**config.mk**
```make
export PLATFORM = sky130hd
export DESIGN_NAME = imu_roll_pitch_complementary_filter_unit_flat
export DESIGN_NICKNAME = d
export VERILOG_FILES = /design/src/rtl/irpcf_pkg.sv /design/src/rtl/irpcf_in_if.sv /design/src/rtl/irpcf_out_if.sv /design/src/rtl/irpcf_smul.sv /design/src/rtl/irpcf_cordic.sv /design/src/rtl/imu_roll_pitch_complementary_filter_unit.sv /design/src/flat_wrapper.sv
export SDC_FILE = /design/constraint.sdc
export NUM_CORES = 2
export LEC_CHECK = 0
export ABC_CLOCK_PERIOD_IN_PS = 6700
export BUFFER_PORTS_ARGS = -buffer_cell sky130_fd_sc_hd__buf_2
export CAP_MARGIN = 20
export CELL_PAD_IN_SITES_DETAIL_PLACEMENT = 1
export CELL_PAD_IN_SITES_GLOBAL_PLACEMENT = 2
export CORE_ASPECT_RATIO = 0.6
export CORE_MARGIN = 5
export CORE_UTILIZATION = 37
export DETAILED_ROUTE_END_ITERATION = 8
export PLACE_DENSITY_LB_ADDON = 0.1
export SYNTH_ARGS = -nofsm -noshare
export SYNTH_HDL_FRONTEND = slang
export SYNTH_SLANG_ARGS = --single-unit
```
**constraint.sdc**
```tcl
create_clock -name clk -period 6.7 [get_ports clk]
set_input_delay 1.34 -clock clk [delete_from_list [all_inputs] [get_ports clk]]
set_output_delay 1.34 -clock clk [all_outputs]
set_load 0.1 [all_outputs]
```
**src/rtl/irpcf_pkg.sv**
```systemverilog
// ----------------------------------------------------------------------------
// irpcf_pkg
// Shared types, constants and tables of the roll/pitch complementary filter.
// ----------------------------------------------------------------------------
package irpcf_pkg;

    // Default sizes
    localparam int SAMPLE_WIDTH_DEF = 16;
    localparam int ANGLE_WIDTH_DEF  = 32;
    localparam int CORDIC_STEPS_DEF = 24;

    // Fixed-point formats
    localparam int ACCEL_PRESHIFT = 8;      // accel scaled up before atan2
    localparam int Z_W            = 28;     // CORDIC angle, rad * 2^24
    localparam int ML_W           = 24;     // serial multiplier operand width
    localparam int ALPHA_W        = 17;
    localparam int GAIN_W         = 24;
    localparam int APB_AW         = 3;

    localparam logic [ALPHA_W-1:0] ALPHA_ONE   = 17'd65536;
    localparam logic [ALPHA_W-1:0] ALPHA_RESET = 17'd62259;
    localparam logic [GAIN_W-1:0]  GAIN_RESET  = 24'd45700;

    localparam logic signed [Z_W-1:0] HALF_PI_Q24 = 28'sd26353589;
    localparam logic signed [63:0]    GYRO_LIMIT  = 64'sh0000_7FFF_FFFF_FFFF;

    // Register indexes
    localparam logic REG_ALPHA = 1'b0;
    localparam logic REG_GAIN  = 1'b1;

    typedef enum logic [3:0] {
        S_IDLE,
        S_SQ_Y,
        S_SQ_Z,
        S_SQRT,
        S_ROLL_ATAN,
        S_PITCH_ATAN,
        S_ROLL_GYRO,
        S_ROLL_BLEND,
        S_PITCH_GYRO,
        S_PITCH_BLEND,
        S_DONE
    } state_t;

    // atan(2^-i) in rad * 2^24
    function automatic logic [Z_W-1:0] atan_q24(input logic [4:0] idx);
        logic [Z_W-1:0] v;
        case (idx)
            5'd0:    v = 28'd13176795;
            5'd1:    v = 28'd7778716;
            5'd2:    v = 28'd4110060;
            5'd3:    v = 28'd2086331;
            5'd4:    v = 28'd1047214;
            5'd5:    v = 28'd524117;
            5'd6:    v = 28'd262123;
            5'd7:    v = 28'd131069;
            5'd8:    v = 28'd65536;
            5'd9:    v = 28'd32768;
            5'd10:   v = 28'd16384;
            5'd11:   v = 28'd8192;
            5'd12:   v = 28'd4096;
            5'd13:   v = 28'd2048;
            5'd14:   v = 28'd1024;
            5'd15:   v = 28'd512;
            5'd16:   v = 28'd256;
            5'd17:   v = 28'd128;
            5'd18:   v = 28'd64;
            5'd19:   v = 28'd32;
            5'd20:   v = 28'd16;
            5'd21:   v = 28'd8;
            5'd22:   v = 28'd4;
            5'd23:   v = 28'd2;
            5'd24:   v = 28'd1;
            default: v = '0;
        endcase
        return v;
    endfunction

endpackage

```
**src/rtl/irpcf_in_if.sv**
```systemverilog
// ----------------------------------------------------------------------------
// irpcf_in_if
// Input channel: one IMU sample per item.
// ----------------------------------------------------------------------------
interface irpcf_in_if #(
    parameter int SAMPLE_WIDTH = 16
);
    logic                           valid;
    logic                           ready;
    logic signed [SAMPLE_WIDTH-1:0] gyro_x;
    logic signed [SAMPLE_WIDTH-1:0] gyro_y;
    logic signed [SAMPLE_WIDTH-1:0] accel_x;
    logic signed [SAMPLE_WIDTH-1:0] accel_y;
    logic signed [SAMPLE_WIDTH-1:0] accel_z;

    modport source (output valid, gyro_x, gyro_y, accel_x, accel_y, accel_z, input ready);
    modport sink   (input valid, gyro_x, gyro_y, accel_x, accel_y, accel_z, output ready);
endinterface

```
**src/rtl/irpcf_out_if.sv**
```systemverilog
// ----------------------------------------------------------------------------
// irpcf_out_if
// Output channel: roll and pitch estimates, one item per sample.
// ----------------------------------------------------------------------------
interface irpcf_out_if #(
    parameter int ANGLE_WIDTH = 32
);
    logic                          valid;
    logic                          ready;
    logic signed [ANGLE_WIDTH-1:0] roll_angle;
    logic signed [ANGLE_WIDTH-1:0] pitch_angle;

    modport source (output valid, roll_angle, pitch_angle, input ready);
    modport sink   (input valid, roll_angle, pitch_angle, output ready);
endinterface

```
**src/rtl/irpcf_smul.sv**
```systemverilog
// ----------------------------------------------------------------------------
// irpcf_smul
// Bit-serial shift-add multiplier: signed multiplicand times unsigned
// multiplier, one multiplier bit per cycle, LSB first.
// ----------------------------------------------------------------------------
module irpcf_smul
    import irpcf_pkg::*;
#(
    parameter int MC_W = 48
) (
    input  logic                         clk,
    input  logic                         rst_n,
    input  logic                         start,
    input  logic signed [MC_W-1:0]       mcand,
    input  logic [ML_W-1:0]              mplier,
    output logic                         done,
    output logic signed [MC_W+ML_W-1:0]  product
);
    localparam int P_W   = MC_W + ML_W;
    localparam int CNT_W = $clog2(ML_W);

    logic                  busy_reg, busy_next;
    logic                  done_reg, done_next;
    logic [CNT_W-1:0]      cnt_reg, cnt_next;
    logic signed [P_W-1:0] mc_reg, mc_next;
    logic [ML_W-1:0]       ml_reg, ml_next;
    logic signed [P_W-1:0] acc_reg, acc_next;
    logic                  last;

    assign last = (cnt_reg == CNT_W'(ML_W - 1));

    // One partial product a cycle
    always_comb
    begin
        busy_next = busy_reg;
        done_next = 1'b0;
        cnt_next  = cnt_reg;
        mc_next   = mc_reg;
        ml_next   = ml_reg;
        acc_next  = acc_reg;
        if (start)
        begin
            busy_next = 1'b1;
            cnt_next  = '0;
            mc_next   = P_W'(mcand);
            ml_next   = mplier;
            acc_next  = '0;
        end
        else if (busy_reg)
        begin
            if (ml_reg[0])
            begin
                acc_next = acc_reg + mc_reg;
            end
            mc_next  = mc_reg <<< 1;
            ml_next  = ml_reg >> 1;
            cnt_next = cnt_reg + CNT_W'(1);
            if (last)
            begin
                busy_next = 1'b0;
                done_next = 1'b1;
            end
        end
    end

    always_ff @(posedge clk or negedge rst_n)
    begin
        if (!rst_n)
        begin
            busy_reg <= 1'b0;
            done_reg <= 1'b0;
            cnt_reg  <= '0;
        end
        else
        begin
            busy_reg <= busy_next;
            done_reg <= done_next;
            cnt_reg  <= cnt_next;
        end
    end

    always_ff @(posedge clk)
    begin
        mc_reg  <= mc_next;
        ml_reg  <= ml_next;
        acc_reg <= acc_next;
    end

    assign done    = done_reg;
    assign product = acc_reg;
endmodule

```
**src/rtl/irpcf_cordic.sv**
```systemverilog
// ----------------------------------------------------------------------------
// irpcf_cordic
// Iterative vectoring CORDIC atan2(y, x), one micro-rotation per cycle,
// with a quarter-turn pre-rotation for negative x.
// ----------------------------------------------------------------------------
module irpcf_cordic
    import irpcf_pkg::*;
#(
    parameter int CV_W         = 28,
    parameter int CORDIC_STEPS = 24
) (
    input  logic                   clk,
    input  logic                   rst_n,
    input  logic                   start,
    input  logic signed [CV_W-1:0] y_in,
    input  logic signed [CV_W-1:0] x_in,
    output logic                   done,
    output logic signed [Z_W-1:0]  angle
);
    localparam int CNT_W = $clog2(CORDIC_STEPS);

    logic                   busy_reg, busy_next;
    logic                   done_reg, done_next;
    logic [CNT_W-1:0]       cnt_reg, cnt_next;
    logic                   zero_reg, zero_next;
    logic signed [CV_W-1:0] x_reg, x_next;
    logic signed [CV_W-1:0] y_reg, y_next;
    logic signed [Z_W-1:0]  z_reg, z_next;
    logic signed [CV_W-1:0] dx, dy;
    logic signed [Z_W-1:0]  step_ang;

    assign dx       = y_reg >>> cnt_reg;
    assign dy       = x_reg >>> cnt_reg;
    assign step_ang = $signed(atan_q24(5'(cnt_reg)));

    // Load with pre-rotation, then one rotation a cycle
    always_comb
    begin
        busy_next = busy_reg;
        done_next = 1'b0;
        cnt_next  = cnt_reg;
        zero_next = zero_reg;
        x_next    = x_reg;
        y_next    = y_reg;
        z_next    = z_reg;
        if (start)
        begin
            busy_next = 1'b1;
            cnt_next  = '0;
            zero_next = (x_in == '0) && (y_in == '0);
            if (x_in < 0)
            begin
                if (y_in >= 0)
                begin
                    x_next = y_in;
                    y_next = -x_in;
                    z_next = HALF_PI_Q24;
                end
                else
                begin
                    x_next = -y_in;
                    y_next = x_in;
                    z_next = -HALF_PI_Q24;
                end
            end
            else
            begin
                x_next = x_in;
                y_next = y_in;
                z_next = '0;
            end
        end
        else if (busy_reg)
        begin
            if (y_reg >= 0)
            begin
                x_next = x_reg + dx;
                y_next = y_reg - dy;
                z_next = z_reg + step_ang;
            end
            else
            begin
                x_next = x_reg - dx;
                y_next = y_reg + dy;
                z_next = z_reg - step_ang;
            end
            cnt_next = cnt_reg + CNT_W'(1);
            if (cnt_reg == CNT_W'(CORDIC_STEPS - 1))
            begin
                busy_next = 1'b0;
                done_next = 1'b1;
            end
        end
    end

    always_ff @(posedge clk or negedge rst_n)
    begin
        if (!rst_n)
        begin
            busy_reg <= 1'b0;
            done_reg <= 1'b0;
            cnt_reg  <= '0;
        end
        else
        begin
            busy_reg <= busy_next;
            done_reg <= done_next;
            cnt_reg  <= cnt_next;
        end
    end

    always_ff @(posedge clk)
    begin
        zero_reg <= zero_next;
        x_reg    <= x_next;
        y_reg    <= y_next;
        z_reg    <= z_next;
    end

    assign done  = done_reg;
    assign angle = zero_reg ? '0 : z_reg;
endmodule

```
**src/rtl/imu_roll_pitch_complementary_filter_unit.sv**
```systemverilog
// ----------------------------------------------------------------------------
// imu_roll_pitch_complementary_filter_unit
// Roll/pitch complementary filter over one IMU sample per item.
// ----------------------------------------------------------------------------
// One sample is worked at a time. After reset the first item skips the
// sequence and returns zero estimates. Every later item runs a fixed
// sequence on two shared iterative units: six passes of the bit-serial
// multiplier (ay^2, az^2, two gyro rate*gain terms, two alpha blends), two
// CORDIC atan2 passes and an integer square root. The multiplier loop
// takes one bit per cycle. A new item is taken while the previous result
// still waits in the output register.
// ----------------------------------------------------------------------------
module imu_roll_pitch_complementary_filter_unit
    import irpcf_pkg::*;
#(
    parameter int SAMPLE_WIDTH = SAMPLE_WIDTH_DEF,
    parameter int ANGLE_WIDTH  = ANGLE_WIDTH_DEF,
    parameter int CORDIC_STEPS = CORDIC_STEPS_DEF
) (
    input  logic               clk,
    input  logic               rst_n,
    irpcf_in_if.sink           in_ch,
    irpcf_out_if.source        out_ch,
    input  logic               psel,
    input  logic               penable,
    input  logic               pwrite,
    input  logic [APB_AW-1:0]  paddr,
    input  logic [31:0]        pwdata,
    output logic [31:0]        prdata,
    output logic               pready
);
    localparam int SW    = SAMPLE_WIDTH;
    localparam int AW    = ANGLE_WIDTH;
    localparam int PRE   = ACCEL_PRESHIFT;
    localparam int CV_W  = SW + PRE + 4;
    localparam int SQS_W = 2 * SW;
    localparam int SQ_W  = 2 * SW + 2 * PRE;
    localparam int RT_W  = SW + PRE;
    localparam int GW    = ((AW > SW + 16) ? AW : SW + 16) + 1;
    localparam int DW    = ((GW > Z_W) ? GW : Z_W) + 1;
    localparam int MC_W  = DW;
    localparam int P_W   = MC_W + ML_W;
    localparam int MIX_W = P_W + 1;

    localparam logic signed [MIX_W-1:0] AMAX = (MIX_W'(1) <<< (AW - 1)) - MIX_W'(1);
    localparam logic signed [MIX_W-1:0] AMIN = -AMAX - MIX_W'(1);

    state_t state_reg, state_next;
    logic   go_reg;

    // Configuration
    logic [ALPHA_W-1:0] alpha_reg;
    logic [GAIN_W-1:0]  gain_reg;
    logic               cfg_wr;

    // Sample and working registers
    logic signed [SW-1:0]   gx_reg, gy_reg, ax_reg, ay_reg, az_reg;
    logic [SQS_W-1:0]       sq_reg;
    logic [SQ_W-1:0]        rem_reg, root_reg, bit_reg;
    logic signed [Z_W-1:0]  roll_acc_reg, pitch_acc_reg;
    logic signed [GW-1:0]   gyro_reg;
    logic signed [AW-1:0]   roll_est_reg, pitch_est_reg;
    logic                   first_seen_reg;
    logic                   out_valid_reg;
    logic signed [AW-1:0]   out_roll_reg, out_pitch_reg;

    // Unit hookup
    logic                   mul_start, mul_done;
    logic signed [MC_W-1:0] mul_mcand;
    logic [ML_W-1:0]        mul_mplier;
    logic signed [P_W-1:0]  mul_prod;
    logic                   cor_start, cor_done;
    logic signed [CV_W-1:0] cor_y, cor_x;
    logic signed [Z_W-1:0]  cor_angle;

    logic                   in_acc, out_free, sqrt_done;
    logic [SW:0]            ay_abs, az_abs;
    logic [SQ_W:0]          sqrt_trial;
    logic [ALPHA_W-1:0]     alpha_eff;
    logic signed [AW-1:0]   est_sel;
    logic signed [Z_W-1:0]  acc_sel;
    logic signed [P_W:0]    gprod_rnd;
    logic signed [GW-1:0]   g_sum;
    logic signed [63:0]     g_wide;
    logic signed [GW-1:0]   g_sat;
    logic signed [MIX_W-1:0] mix;
    logic signed [MIX_W-1:0] mix_rnd;
    logic signed [AW-1:0]   blend_sat;

    assign in_acc    = in_ch.valid && in_ch.ready;
    assign out_free  = !out_valid_reg || out_ch.ready;
    assign sqrt_done = !go_reg && (bit_reg == '0);

    // ---------------- configuration port ----------------
    assign pready = 1'b1;
    assign cfg_wr = psel && penable && pwrite && pready;

    always_comb
    begin
        unique case (paddr[2])
            REG_ALPHA: prdata = 32'(alpha_reg);
            REG_GAIN:  prdata = 32'(gain_reg);
            default:   prdata = '0;
        endcase
    end

    always_ff @(posedge clk or negedge rst_n)
    begin
        if (!rst_n)
        begin
            alpha_reg <= ALPHA_RESET;
            gain_reg  <= GAIN_RESET;
        end
        else if (cfg_wr)
        begin
            unique case (paddr[2])
                REG_ALPHA: alpha_reg <= pwdata[ALPHA_W-1:0];
                REG_GAIN:  gain_reg  <= pwdata[GAIN_W-1:0];
                default:   ;
            endcase
        end
    end

    // ---------------- sequencer: next state ----------------
    always_comb
    begin
        state_next = state_reg;
        unique case (state_reg)
            S_IDLE:        if (in_acc) state_next = first_seen_reg ? S_SQ_Y : S_DONE;
            S_SQ_Y:        if (mul_done) state_next = S_SQ_Z;
            S_SQ_Z:        if (mul_done) state_next = S_SQRT;
            S_SQRT:        if (sqrt_done) state_next = S_ROLL_ATAN;
            S_ROLL_ATAN:   if (cor_done) state_next = S_PITCH_ATAN;
            S_PITCH_ATAN:  if (cor_done) state_next = S_ROLL_GYRO;
            S_ROLL_GYRO:   if (mul_done) state_next = S_ROLL_BLEND;
            S_ROLL_BLEND:  if (mul_done) state_next = S_PITCH_GYRO;
            S_PITCH_GYRO:  if (mul_done) state_next = S_PITCH_BLEND;
            S_PITCH_BLEND: if (mul_done) state_next = S_DONE;
            S_DONE:        if (out_free) state_next = S_IDLE;
            default:       state_next = S_IDLE;
        endcase
    end

    // ---------------- sequencer: outputs ----------------
    assign ay_abs    = ay_reg[SW-1] ? -(SW+1)'(ay_reg) : (SW+1)'(ay_reg);
    assign az_abs    = az_reg[SW-1] ? -(SW+1)'(az_reg) : (SW+1)'(az_reg);
    assign alpha_eff = alpha_reg[ALPHA_W-1] ? ALPHA_ONE : alpha_reg;

    always_comb
    begin
        in_ch.ready = 1'b0;
        mul_start   = 1'b0;
        mul_mcand   = '0;
        mul_mplier  = '0;
        cor_start   = 1'b0;
        cor_y       = '0;
        cor_x       = '0;
        est_sel     = roll_est_reg;
        acc_sel     = roll_acc_reg;
        unique case (state_reg)
            S_IDLE:
            begin
                in_ch.ready = 1'b1;
            end
            S_SQ_Y:
            begin
                mul_start  = go_reg;
                mul_mcand  = $signed(MC_W'(ay_abs));
                mul_mplier = ML_W'(ay_abs);
            end
            S_SQ_Z:
            begin
                mul_start  = go_reg;
                mul_mcand  = $signed(MC_W'(az_abs));
                mul_mplier = ML_W'(az_abs);
            end
            S_ROLL_ATAN:
            begin
                cor_start = go_reg;
                cor_y     = CV_W'(ay_reg) <<< PRE;
                cor_x     = CV_W'(az_reg) <<< PRE;
            end
            S_PITCH_ATAN:
            begin
                cor_start = go_reg;
                cor_y     = CV_W'(ax_reg) <<< PRE;
                cor_x     = $signed(CV_W'(root_reg[RT_W-1:0]));
            end
            S_ROLL_GYRO:
            begin
                mul_start  = go_reg;
                mul_mcand  = MC_W'(gx_reg);
                mul_mplier = gain_reg;
            end
            S_ROLL_BLEND:
            begin
                mul_start  = go_reg;
                mul_mcand  = DW'(gyro_reg) - DW'(roll_acc_reg);
                mul_mplier = ML_W'(alpha_eff);
            end
            S_PITCH_GYRO:
            begin
                mul_start  = go_reg;
                mul_mcand  = MC_W'(gy_reg);
                mul_mplier = gain_reg;
                est_sel    = pitch_est_reg;
            end
            S_PITCH_BLEND:
            begin
                mul_start  = go_reg;
                mul_mcand  = DW'(gyro_reg) - DW'(pitch_acc_reg);
                mul_mplier = ML_W'(alpha_eff);
                acc_sel    = pitch_acc_reg;
            end
            default: ;
        endcase
    end

    // ---------------- gyro angle and blend arithmetic ----------------
    assign gprod_rnd = ((P_W+1)'(mul_prod) + (P_W+1)'(128)) >>> 8;
    assign g_sum     = GW'(est_sel) + GW'(gprod_rnd);
    assign g_wide    = 64'(g_sum);

    always_comb
    begin
        if (g_wide > GYRO_LIMIT)
            g_sat = GW'(GYRO_LIMIT);
        else if (g_wide < -GYRO_LIMIT)
            g_sat = GW'(-GYRO_LIMIT);
        else
            g_sat = g_sum;
    end

    assign mix     = MIX_W'(mul_prod) + (MIX_W'(acc_sel) <<< 16) + MIX_W'(32768);
    assign mix_rnd = mix >>> 16;

    always_comb
    begin
        if (mix_rnd > AMAX)
            blend_sat = AW'(AMAX);
        else if (mix_rnd < AMIN)
            blend_sat = AW'(AMIN);
        else
            blend_sat = AW'(mix_rnd);
    end

    // ---------------- square root step ----------------
    assign sqrt_trial = (SQ_W+1)'(root_reg) + (SQ_W+1)'(bit_reg);

    // ---------------- control registers ----------------
    always_ff @(posedge clk or negedge rst_n)
    begin
        if (!rst_n)
        begin
            state_reg      <= S_IDLE;
            go_reg         <= 1'b0;
            first_seen_reg <= 1'b0;
            out_valid_reg  <= 1'b0;
            roll_est_reg   <= '0;
            pitch_est_reg  <= '0;
            bit_reg        <= '0;
        end
        else
        begin
            state_reg <= state_next;
            go_reg    <= (state_next != state_reg);
            if (in_acc)
                first_seen_reg <= 1'b1;
            if (state_reg == S_DONE && out_free)
                out_valid_reg <= 1'b1;
            else if (out_ch.ready)
                out_valid_reg <= 1'b0;
            if (state_reg == S_ROLL_BLEND && mul_done)
                roll_est_reg <= blend_sat;
            if (state_reg == S_PITCH_BLEND && mul_done)
                pitch_est_reg <= blend_sat;
            if (state_reg == S_SQRT)
            begin
                if (go_reg)
                    bit_reg <= SQ_W'(1) << (SQ_W - 2);
                else
                    bit_reg <= bit_reg >> 2;
            end
        end
    end

    // ---------------- datapath registers ----------------
    always_ff @(posedge clk)
    begin
        if (in_acc)
        begin
            gx_reg <= in_ch.gyro_x;
            gy_reg <= in_ch.gyro_y;
            ax_reg <= in_ch.accel_x;
            ay_reg <= in_ch.accel_y;
            az_reg <= in_ch.accel_z;
        end
        if (state_reg == S_SQ_Y && mul_done)
            sq_reg <= SQS_W'(mul_prod);
        if (state_reg == S_SQ_Z && mul_done)
            sq_reg <= sq_reg + SQS_W'(mul_prod);
        if (state_reg == S_SQRT)
        begin
            if (go_reg)
            begin
                rem_reg  <= {sq_reg, (2*PRE)'(0)};
                root_reg <= '0;
            end
            else if (bit_reg != '0)
            begin
                if ((SQ_W+1)'(rem_reg) >= sqrt_trial)
                begin
                    rem_reg  <= rem_reg - SQ_W'(sqrt_trial);
                    root_reg <= (root_reg >> 1) + bit_reg;
                end
                else
                begin
                    root_reg <= root_reg >> 1;
                end
            end
        end
        if (state_reg == S_ROLL_ATAN && cor_done)
            roll_acc_reg <= cor_angle;
        if (state_reg == S_PITCH_ATAN && cor_done)
            pitch_acc_reg <= cor_angle;
        if ((state_reg == S_ROLL_GYRO || state_reg == S_PITCH_GYRO) && mul_done)
            gyro_reg <= g_sat;
        if (state_reg == S_DONE && out_free)
        begin
            out_roll_reg  <= roll_est_reg;
            out_pitch_reg <= pitch_est_reg;
        end
    end

    assign out_ch.valid       = out_valid_reg;
    assign out_ch.roll_angle  = out_roll_reg;
    assign out_ch.pitch_angle = out_pitch_reg;

    // ---------------- shared units ----------------
    irpcf_smul #(
        .MC_W (MC_W)
    ) u_smul (
        .clk     (clk),
        .rst_n   (rst_n),
        .start   (mul_start),
        .mcand   (mul_mcand),
        .mplier  (mul_mplier),
        .done    (mul_done),
        .product (mul_prod)
    );

    irpcf_cordic #(
        .CV_W         (CV_W),
        .CORDIC_STEPS (CORDIC_STEPS)
    ) u_cordic (
        .clk   (clk),
        .rst_n (rst_n),
        .start (cor_start),
        .y_in  (cor_y),
        .x_in  (cor_x),
        .done  (cor_done),
        .angle (cor_angle)
    );

    // ---------------- assertions ----------------
    a_est_zero_until_first: assert property (@(posedge clk) disable iff (!rst_n)
        !first_seen_reg |-> (roll_est_reg == '0) && (pitch_est_reg == '0))
        else $error("estimates moved before the first item");

    a_result_from_done: assert property (@(posedge clk) disable iff (!rst_n)
        $rose(out_valid_reg) |-> $past(state_reg == S_DONE))
        else $error("result raised outside the done state");

    a_no_unit_clash: assert property (@(posedge clk) disable iff (!rst_n)
        mul_done |-> !cor_done)
        else $error("multiplier and CORDIC finished together");
endmodule
```
**src/flat_wrapper.sv**
```systemverilog
// flat-port wrapper written by rule: the top's interface ports become plain ports
module imu_roll_pitch_complementary_filter_unit_flat import irpcf_pkg::*;
#(
    parameter int SAMPLE_WIDTH = SAMPLE_WIDTH_DEF,
    parameter int ANGLE_WIDTH  = ANGLE_WIDTH_DEF,
    parameter int CORDIC_STEPS = CORDIC_STEPS_DEF
)
  (clk, rst_n, psel, penable, pwrite, paddr, pwdata, prdata, pready, in_ch_valid, in_ch_gyro_x, in_ch_gyro_y, in_ch_accel_x, in_ch_accel_y, in_ch_accel_z, in_ch_ready, out_ch_valid, out_ch_roll_angle, out_ch_pitch_angle, out_ch_ready);
  irpcf_in_if #(.SAMPLE_WIDTH(SAMPLE_WIDTH)) in_ch_i ();
  irpcf_out_if #(.ANGLE_WIDTH(ANGLE_WIDTH)) out_ch_i ();
  input  logic clk;
  input  logic rst_n;
  input  logic psel;
  input  logic penable;
  input  logic pwrite;
  input  logic [APB_AW-1:0] paddr;
  input  logic [31:0] pwdata;
  output logic [31:0] prdata;
  output logic pready;
  input wire logic [$bits(in_ch_i.valid)-1:0] in_ch_valid;
  input wire logic [$bits(in_ch_i.gyro_x)-1:0] in_ch_gyro_x;
  input wire logic [$bits(in_ch_i.gyro_y)-1:0] in_ch_gyro_y;
  input wire logic [$bits(in_ch_i.accel_x)-1:0] in_ch_accel_x;
  input wire logic [$bits(in_ch_i.accel_y)-1:0] in_ch_accel_y;
  input wire logic [$bits(in_ch_i.accel_z)-1:0] in_ch_accel_z;
  output wire logic [$bits(in_ch_i.ready)-1:0] in_ch_ready;
  output wire logic [$bits(out_ch_i.valid)-1:0] out_ch_valid;
  output wire logic [$bits(out_ch_i.roll_angle)-1:0] out_ch_roll_angle;
  output wire logic [$bits(out_ch_i.pitch_angle)-1:0] out_ch_pitch_angle;
  input wire logic [$bits(out_ch_i.ready)-1:0] out_ch_ready;
  assign in_ch_i.valid = in_ch_valid;
  assign in_ch_i.gyro_x = in_ch_gyro_x;
  assign in_ch_i.gyro_y = in_ch_gyro_y;
  assign in_ch_i.accel_x = in_ch_accel_x;
  assign in_ch_i.accel_y = in_ch_accel_y;
  assign in_ch_i.accel_z = in_ch_accel_z;
  assign in_ch_ready = in_ch_i.ready;
  assign out_ch_valid = out_ch_i.valid;
  assign out_ch_roll_angle = out_ch_i.roll_angle;
  assign out_ch_pitch_angle = out_ch_i.pitch_angle;
  assign out_ch_i.ready = out_ch_ready;
  imu_roll_pitch_complementary_filter_unit #(.SAMPLE_WIDTH(SAMPLE_WIDTH), .ANGLE_WIDTH(ANGLE_WIDTH), .CORDIC_STEPS(CORDIC_STEPS)) u_core (.clk(clk), .rst_n(rst_n), .in_ch(in_ch_i), .out_ch(out_ch_i), .psel(psel), .penable(penable), .pwrite(pwrite), .paddr(paddr), .pwdata(pwdata), .prdata(prdata), .pready(pready));
endmodule
```
==> summary by stage <==
Floorplanning
Measured along the x axis, the die boundary spans 512 microns. Measured along the y axis, the die boundary spans 311 microns. Row generation in the floorplan step produced 110 rows. The total area inside the core boundary comes to 150,000 sq um.

The initial utilization of the core area, before any placement, comes to 37.3%. The floorplan step defined a die boundary enclosing 159,000 sq um. The number of I/O pins is 221.

Drt
Once detail routing completed, the nets flagged for antenna violations numbered 0. The met1 layer wirelength in the final routing is 113,000 microns. The DRC violation count after routing is 0. The pre-antenna-repair detailed-routing pass consisted of 6 iterations. The top metal layer carrying routed signals is met4. The total wirelength of the detailed-routed design is 213,000 microns. The per-cell routed wire length is 25.9 microns. The routed via count divided by cell count is 5.87. Detailed routing inserted a total of 48,200 vias. After the first detailed-routing iteration, the DRC count stood at 4,713. The length of routed met3 wiring is 14,600 microns. Wire segments on met2 add up to between 80,000 and 90,000 microns in the final route.

Flow run
The count of max-cap constraint violations is 0.

GRT
The first global-routing pass estimated roughly 310,000 microns of wire. Global routing finished with a remaining overflow of 0. The combined global-route utilization of all metal layers is 25.6%. The initial antenna violation count is 8. The number of global-route vias before repair is 46,700. Entering global routing, the biggest net connects 86 pins.

Synthesis
The most used flip-flop cell after synthesis is sky130_fd_sc_hd__edfxtp_1. Of the post-synthesis cell area, the part taken by muxes is about 6.9%. The Yosys step of the flow raised 0 warnings. The dominant combinational cell family by area after synthesis is compound AO/OA/AOI/OAI gates. The synthesized design contains 528 enable-type register cells. Of the total synthesized cell area, the portion taken by AND, OR, NAND and NOR gates is 15.1%.

Synthesis inferred 736 register bits. After Yosys synthesis, XOR and XNOR cells account for 7.78% of the synthesized area. The mapped netlist covers ~56,000 sq um. Synthesis handed over a netlist of 5,964 instances. The average instance in the mapped netlist occupies 9.39 sq um. The portion of the post-synthesis area used by sequential elements is 37.1%.

The area share of fa/ha/maj cells after synthesis is 9.06%. The complex-gate fraction of the synthesized area is 20.7%. The post-synthesis cell type count is 106. Of all flip-flops after synthesis, the portion carrying an async set or reset was 20.4%.

Clock network
The H-tree was split into 3 levels. In this run the clock root is driven by a sky130_fd_sc_hd__clkbuf_16. Buffers inserted to repair hold after CTS numbered 0. In this run the deepest clock path goes through 3 buffers. The register clock-pin slew on the reported worst setup and hold paths is approximately 0.07 ns.

Counting every sink on the clock net gives 736. The clock latency reported for the late side of the worst-skew pair is 0.72 ns. TritonCTS built the clock tree. Counting the buffers created by CTS gives between 80 and 90.

Timing
The fmax is approximately 0.16 GHz. Setup violations remaining at the end of the flow were counted as 0. The final hold violation count is 0.

The actual transition at the worst max-transition pin is 1.12 ns. Setup repair after global routing left no endpoint under its margin. The least setup slack across all paths after layout is approximately 0.35 ns.

Across the routed clock network, the largest skew measured is 0.0382 ns. The count of pins over their slew limit is 0. Summed over all failing endpoints, the final setup total negative slack is 0 ns. The final critical path takes up 94.8% of the cycle. The worst path needs 6.35 ns of the cycle, external delays included. In this run the tightest slew margin relative to its limit is 25.1%.

Finish
In the layout the commonest cells are 641 x sky130_fd_sc_hd__nand2_1, 528 x sky130_fd_sc_hd__edfxtp_1, 456 x sky130_fd_sc_hd__nor2_1. The proportion of layout cells with a drive suffix above 1 is 13.4%. The final instance count without filler cells is roughly 8,000.

The leading cell type in the layout, fill and taps excluded is sky130_fd_sc_hd__nand2_1. The synthesis-to-layout area growth is 11.8%. The final cell utilization of the core is 41.7%. Counting the fill cells in the layout gives 17,100. The net count of the finished layout is 6,644.

Setup path
In this run the worst path has a maximum fanout of 31. The sort of element at the end of the critical path is a flip-flop. For the worst setup path, the data arrival time is 6.92 ns.

The sort of element at the start of the critical path is a flip-flop. The critical path data required time is 7.27 ns. The category of the most critical setup path is reg -> reg.

Place
The cell count after placement is 8,049. The pre-CTS setup slack is 0.325 ns. Once detailed placement completed, the half-perimeter wirelength came to 166,000 microns. Input and output buffers added on the ports amount to roughly 200.

At the end of routability-driven placement, the weighted congestion stood at 0.894.

Pwr
For this design the static power due to leakage is 0.0253 uW. Dividing total power by cell area gives a power density of 618 nW/um^2. VDD sags by at most 0.569 mV.

Hold path
The class of the tightest hold or removal check is reg -> reg.

Outcome
The run finished with clean final reports.
[area by class of cell]
type                            count  area, sq um  area share, %
Antenna cell                        4         10.0         0.0160
Clock buffer                      111         2370           3.78
Clock inverter                     45          458          0.732
Inverter                          174          654           1.05
Multi-Input combinational cell   4770        33500           53.5
Sequential cell                   736        20800           33.2
Tap cell                         2016         2520           4.03
Timing Repair Buffer              356         2270           3.63
[through the flow]
stage	total power [uW]	area (sq um)	hold WS, ns
finish	38600	62600	0.463
global route	41400	62600	0.484
CTS	38400	62500	0.462
detailed placement	33200	59700	0.442
global placement	32800	59700	0.440
floorplan	25100	56000	0.425
[path summary, 6_finish.rpt]
| path | startpoint | to | slack, ns | depth (start not counted) |
|---|---|---|---|---|
| hold reg to reg | u_core.roll_est_reg[31]$_DFFE_PN0P_ | u_core.out_ch.roll_angle[31]$_DFFE_PP_ | 0.46 | 0 |
| max in group asynchronous | rst_n | u_core.out_ch.valid$_DFFE_PN0P_ | 5.07 | 2 |
| min in group asynchronous | rst_n | u_core.gain_reg[19]$_DFFE_PN0P_ | 0.66 | 1 |
| hold / removal | u_core.roll_est_reg[31]$_DFFE_PN0P_ | u_core.out_ch.roll_angle[31]$_DFFE_PP_ | 0.46 | 0 |
| setup / recovery | u_core.state_reg[2]$_DFF_PN0_ | u_core.pitch_est_reg[2]$_DFFE_PN0P_ | 0.35 | 18 |
| setup reg to reg | u_core.state_reg[2]$_DFF_PN0_ | u_core.pitch_est_reg[2]$_DFFE_PN0P_ | 0.35 | 18 |
[power by group]
group	switching, uW	internal [uW]	leakage (uW)
clock	2160	2740	0.00137
sequential	1430	7110	0.00736
combinational	15500	9680	0.0165
[worst max-delay path, cell delays in order, from the launching register on]
cell and delay [ns]:
sky130_fd_sc_hd__dfrtp_1 0.49, sky130_fd_sc_hd__nor2_1 0.34, sky130_fd_sc_hd__and3_2 0.48, sky130_fd_sc_hd__buf_4 0.28, sky130_fd_sc_hd__mux2_2 0.45, sky130_fd_sc_hd__ha_1 0.41, sky130_fd_sc_hd__a211oi_1 0.36, sky130_fd_sc_hd__o2bb2ai_1 0.17
sky130_fd_sc_hd__o311ai_0 0.42, sky130_fd_sc_hd__a21oi_1 0.16, sky130_fd_sc_hd__buf_4 0.22, sky130_fd_sc_hd__a31o_2 0.31, sky130_fd_sc_hd__a41oi_1 0.42, sky130_fd_sc_hd__a211oi_1 0.15, sky130_fd_sc_hd__o22ai_1 0.61, sky130_fd_sc_hd__nor2_1 0.14
sky130_fd_sc_hd__nand2_1 0.10, sky130_fd_sc_hd__buf_4 0.40, sky130_fd_sc_hd__o211ai_1 0.19
[cells in the mapped netlist (92+ instances only)]
cell type                  count  area, sq um
sky130_fd_sc_hd__ha_1        391         4890
sky130_fd_sc_hd__edfxtp_1    528        15900
sky130_fd_sc_hd__clkbuf_1    224          841
sky130_fd_sc_hd__o21ai_0     420         2100
sky130_fd_sc_hd__dfrtp_1     134         3350
sky130_fd_sc_hd__nor2b_1     102          638
sky130_fd_sc_hd__inv_1       170          638
sky130_fd_sc_hd__nor2_1      458         1720
sky130_fd_sc_hd__nand2b_1     95          594
sky130_fd_sc_hd__nand3_1     117          586
sky130_fd_sc_hd__mux2_2      150         1690
sky130_fd_sc_hd__o211ai_1     92          691
sky130_fd_sc_hd__xnor2_1     282         2470
sky130_fd_sc_hd__a21o_1      160         1200
sky130_fd_sc_hd__xor2_1      211         1850
sky130_fd_sc_hd__nand2_1     645         2420
sky130_fd_sc_hd__a21oi_1     436         2180
[kinds of logic (layout without fill, tap and decap cells)]
kind of cell	after synthesis	in the layout
and+or+nand+nor	1799	1799
AOI/OAI and AO/OA	1794	1794
DFF	736	736
xor gates and xnor gates	495	495
buffers and inverters	465	686
adders and majority gates	400	400
muxes	273	273
other	2	13
[repair_timing]
item,in CTS,in global routing
setup endpoints to repair,0,70
gates resized for setup,0,2
buffers inserted,0,1
[routing by layer]
metal / GRT usage, % / up-vias
li1: - / 22500
met1: 42.6 / 24300
met2: 34.1 / 1248
met3: 4.71 / 159
met4: 3.74 / 0
met5: 0 / -
No activity file was read; power rests on OpenSTA's default activity.
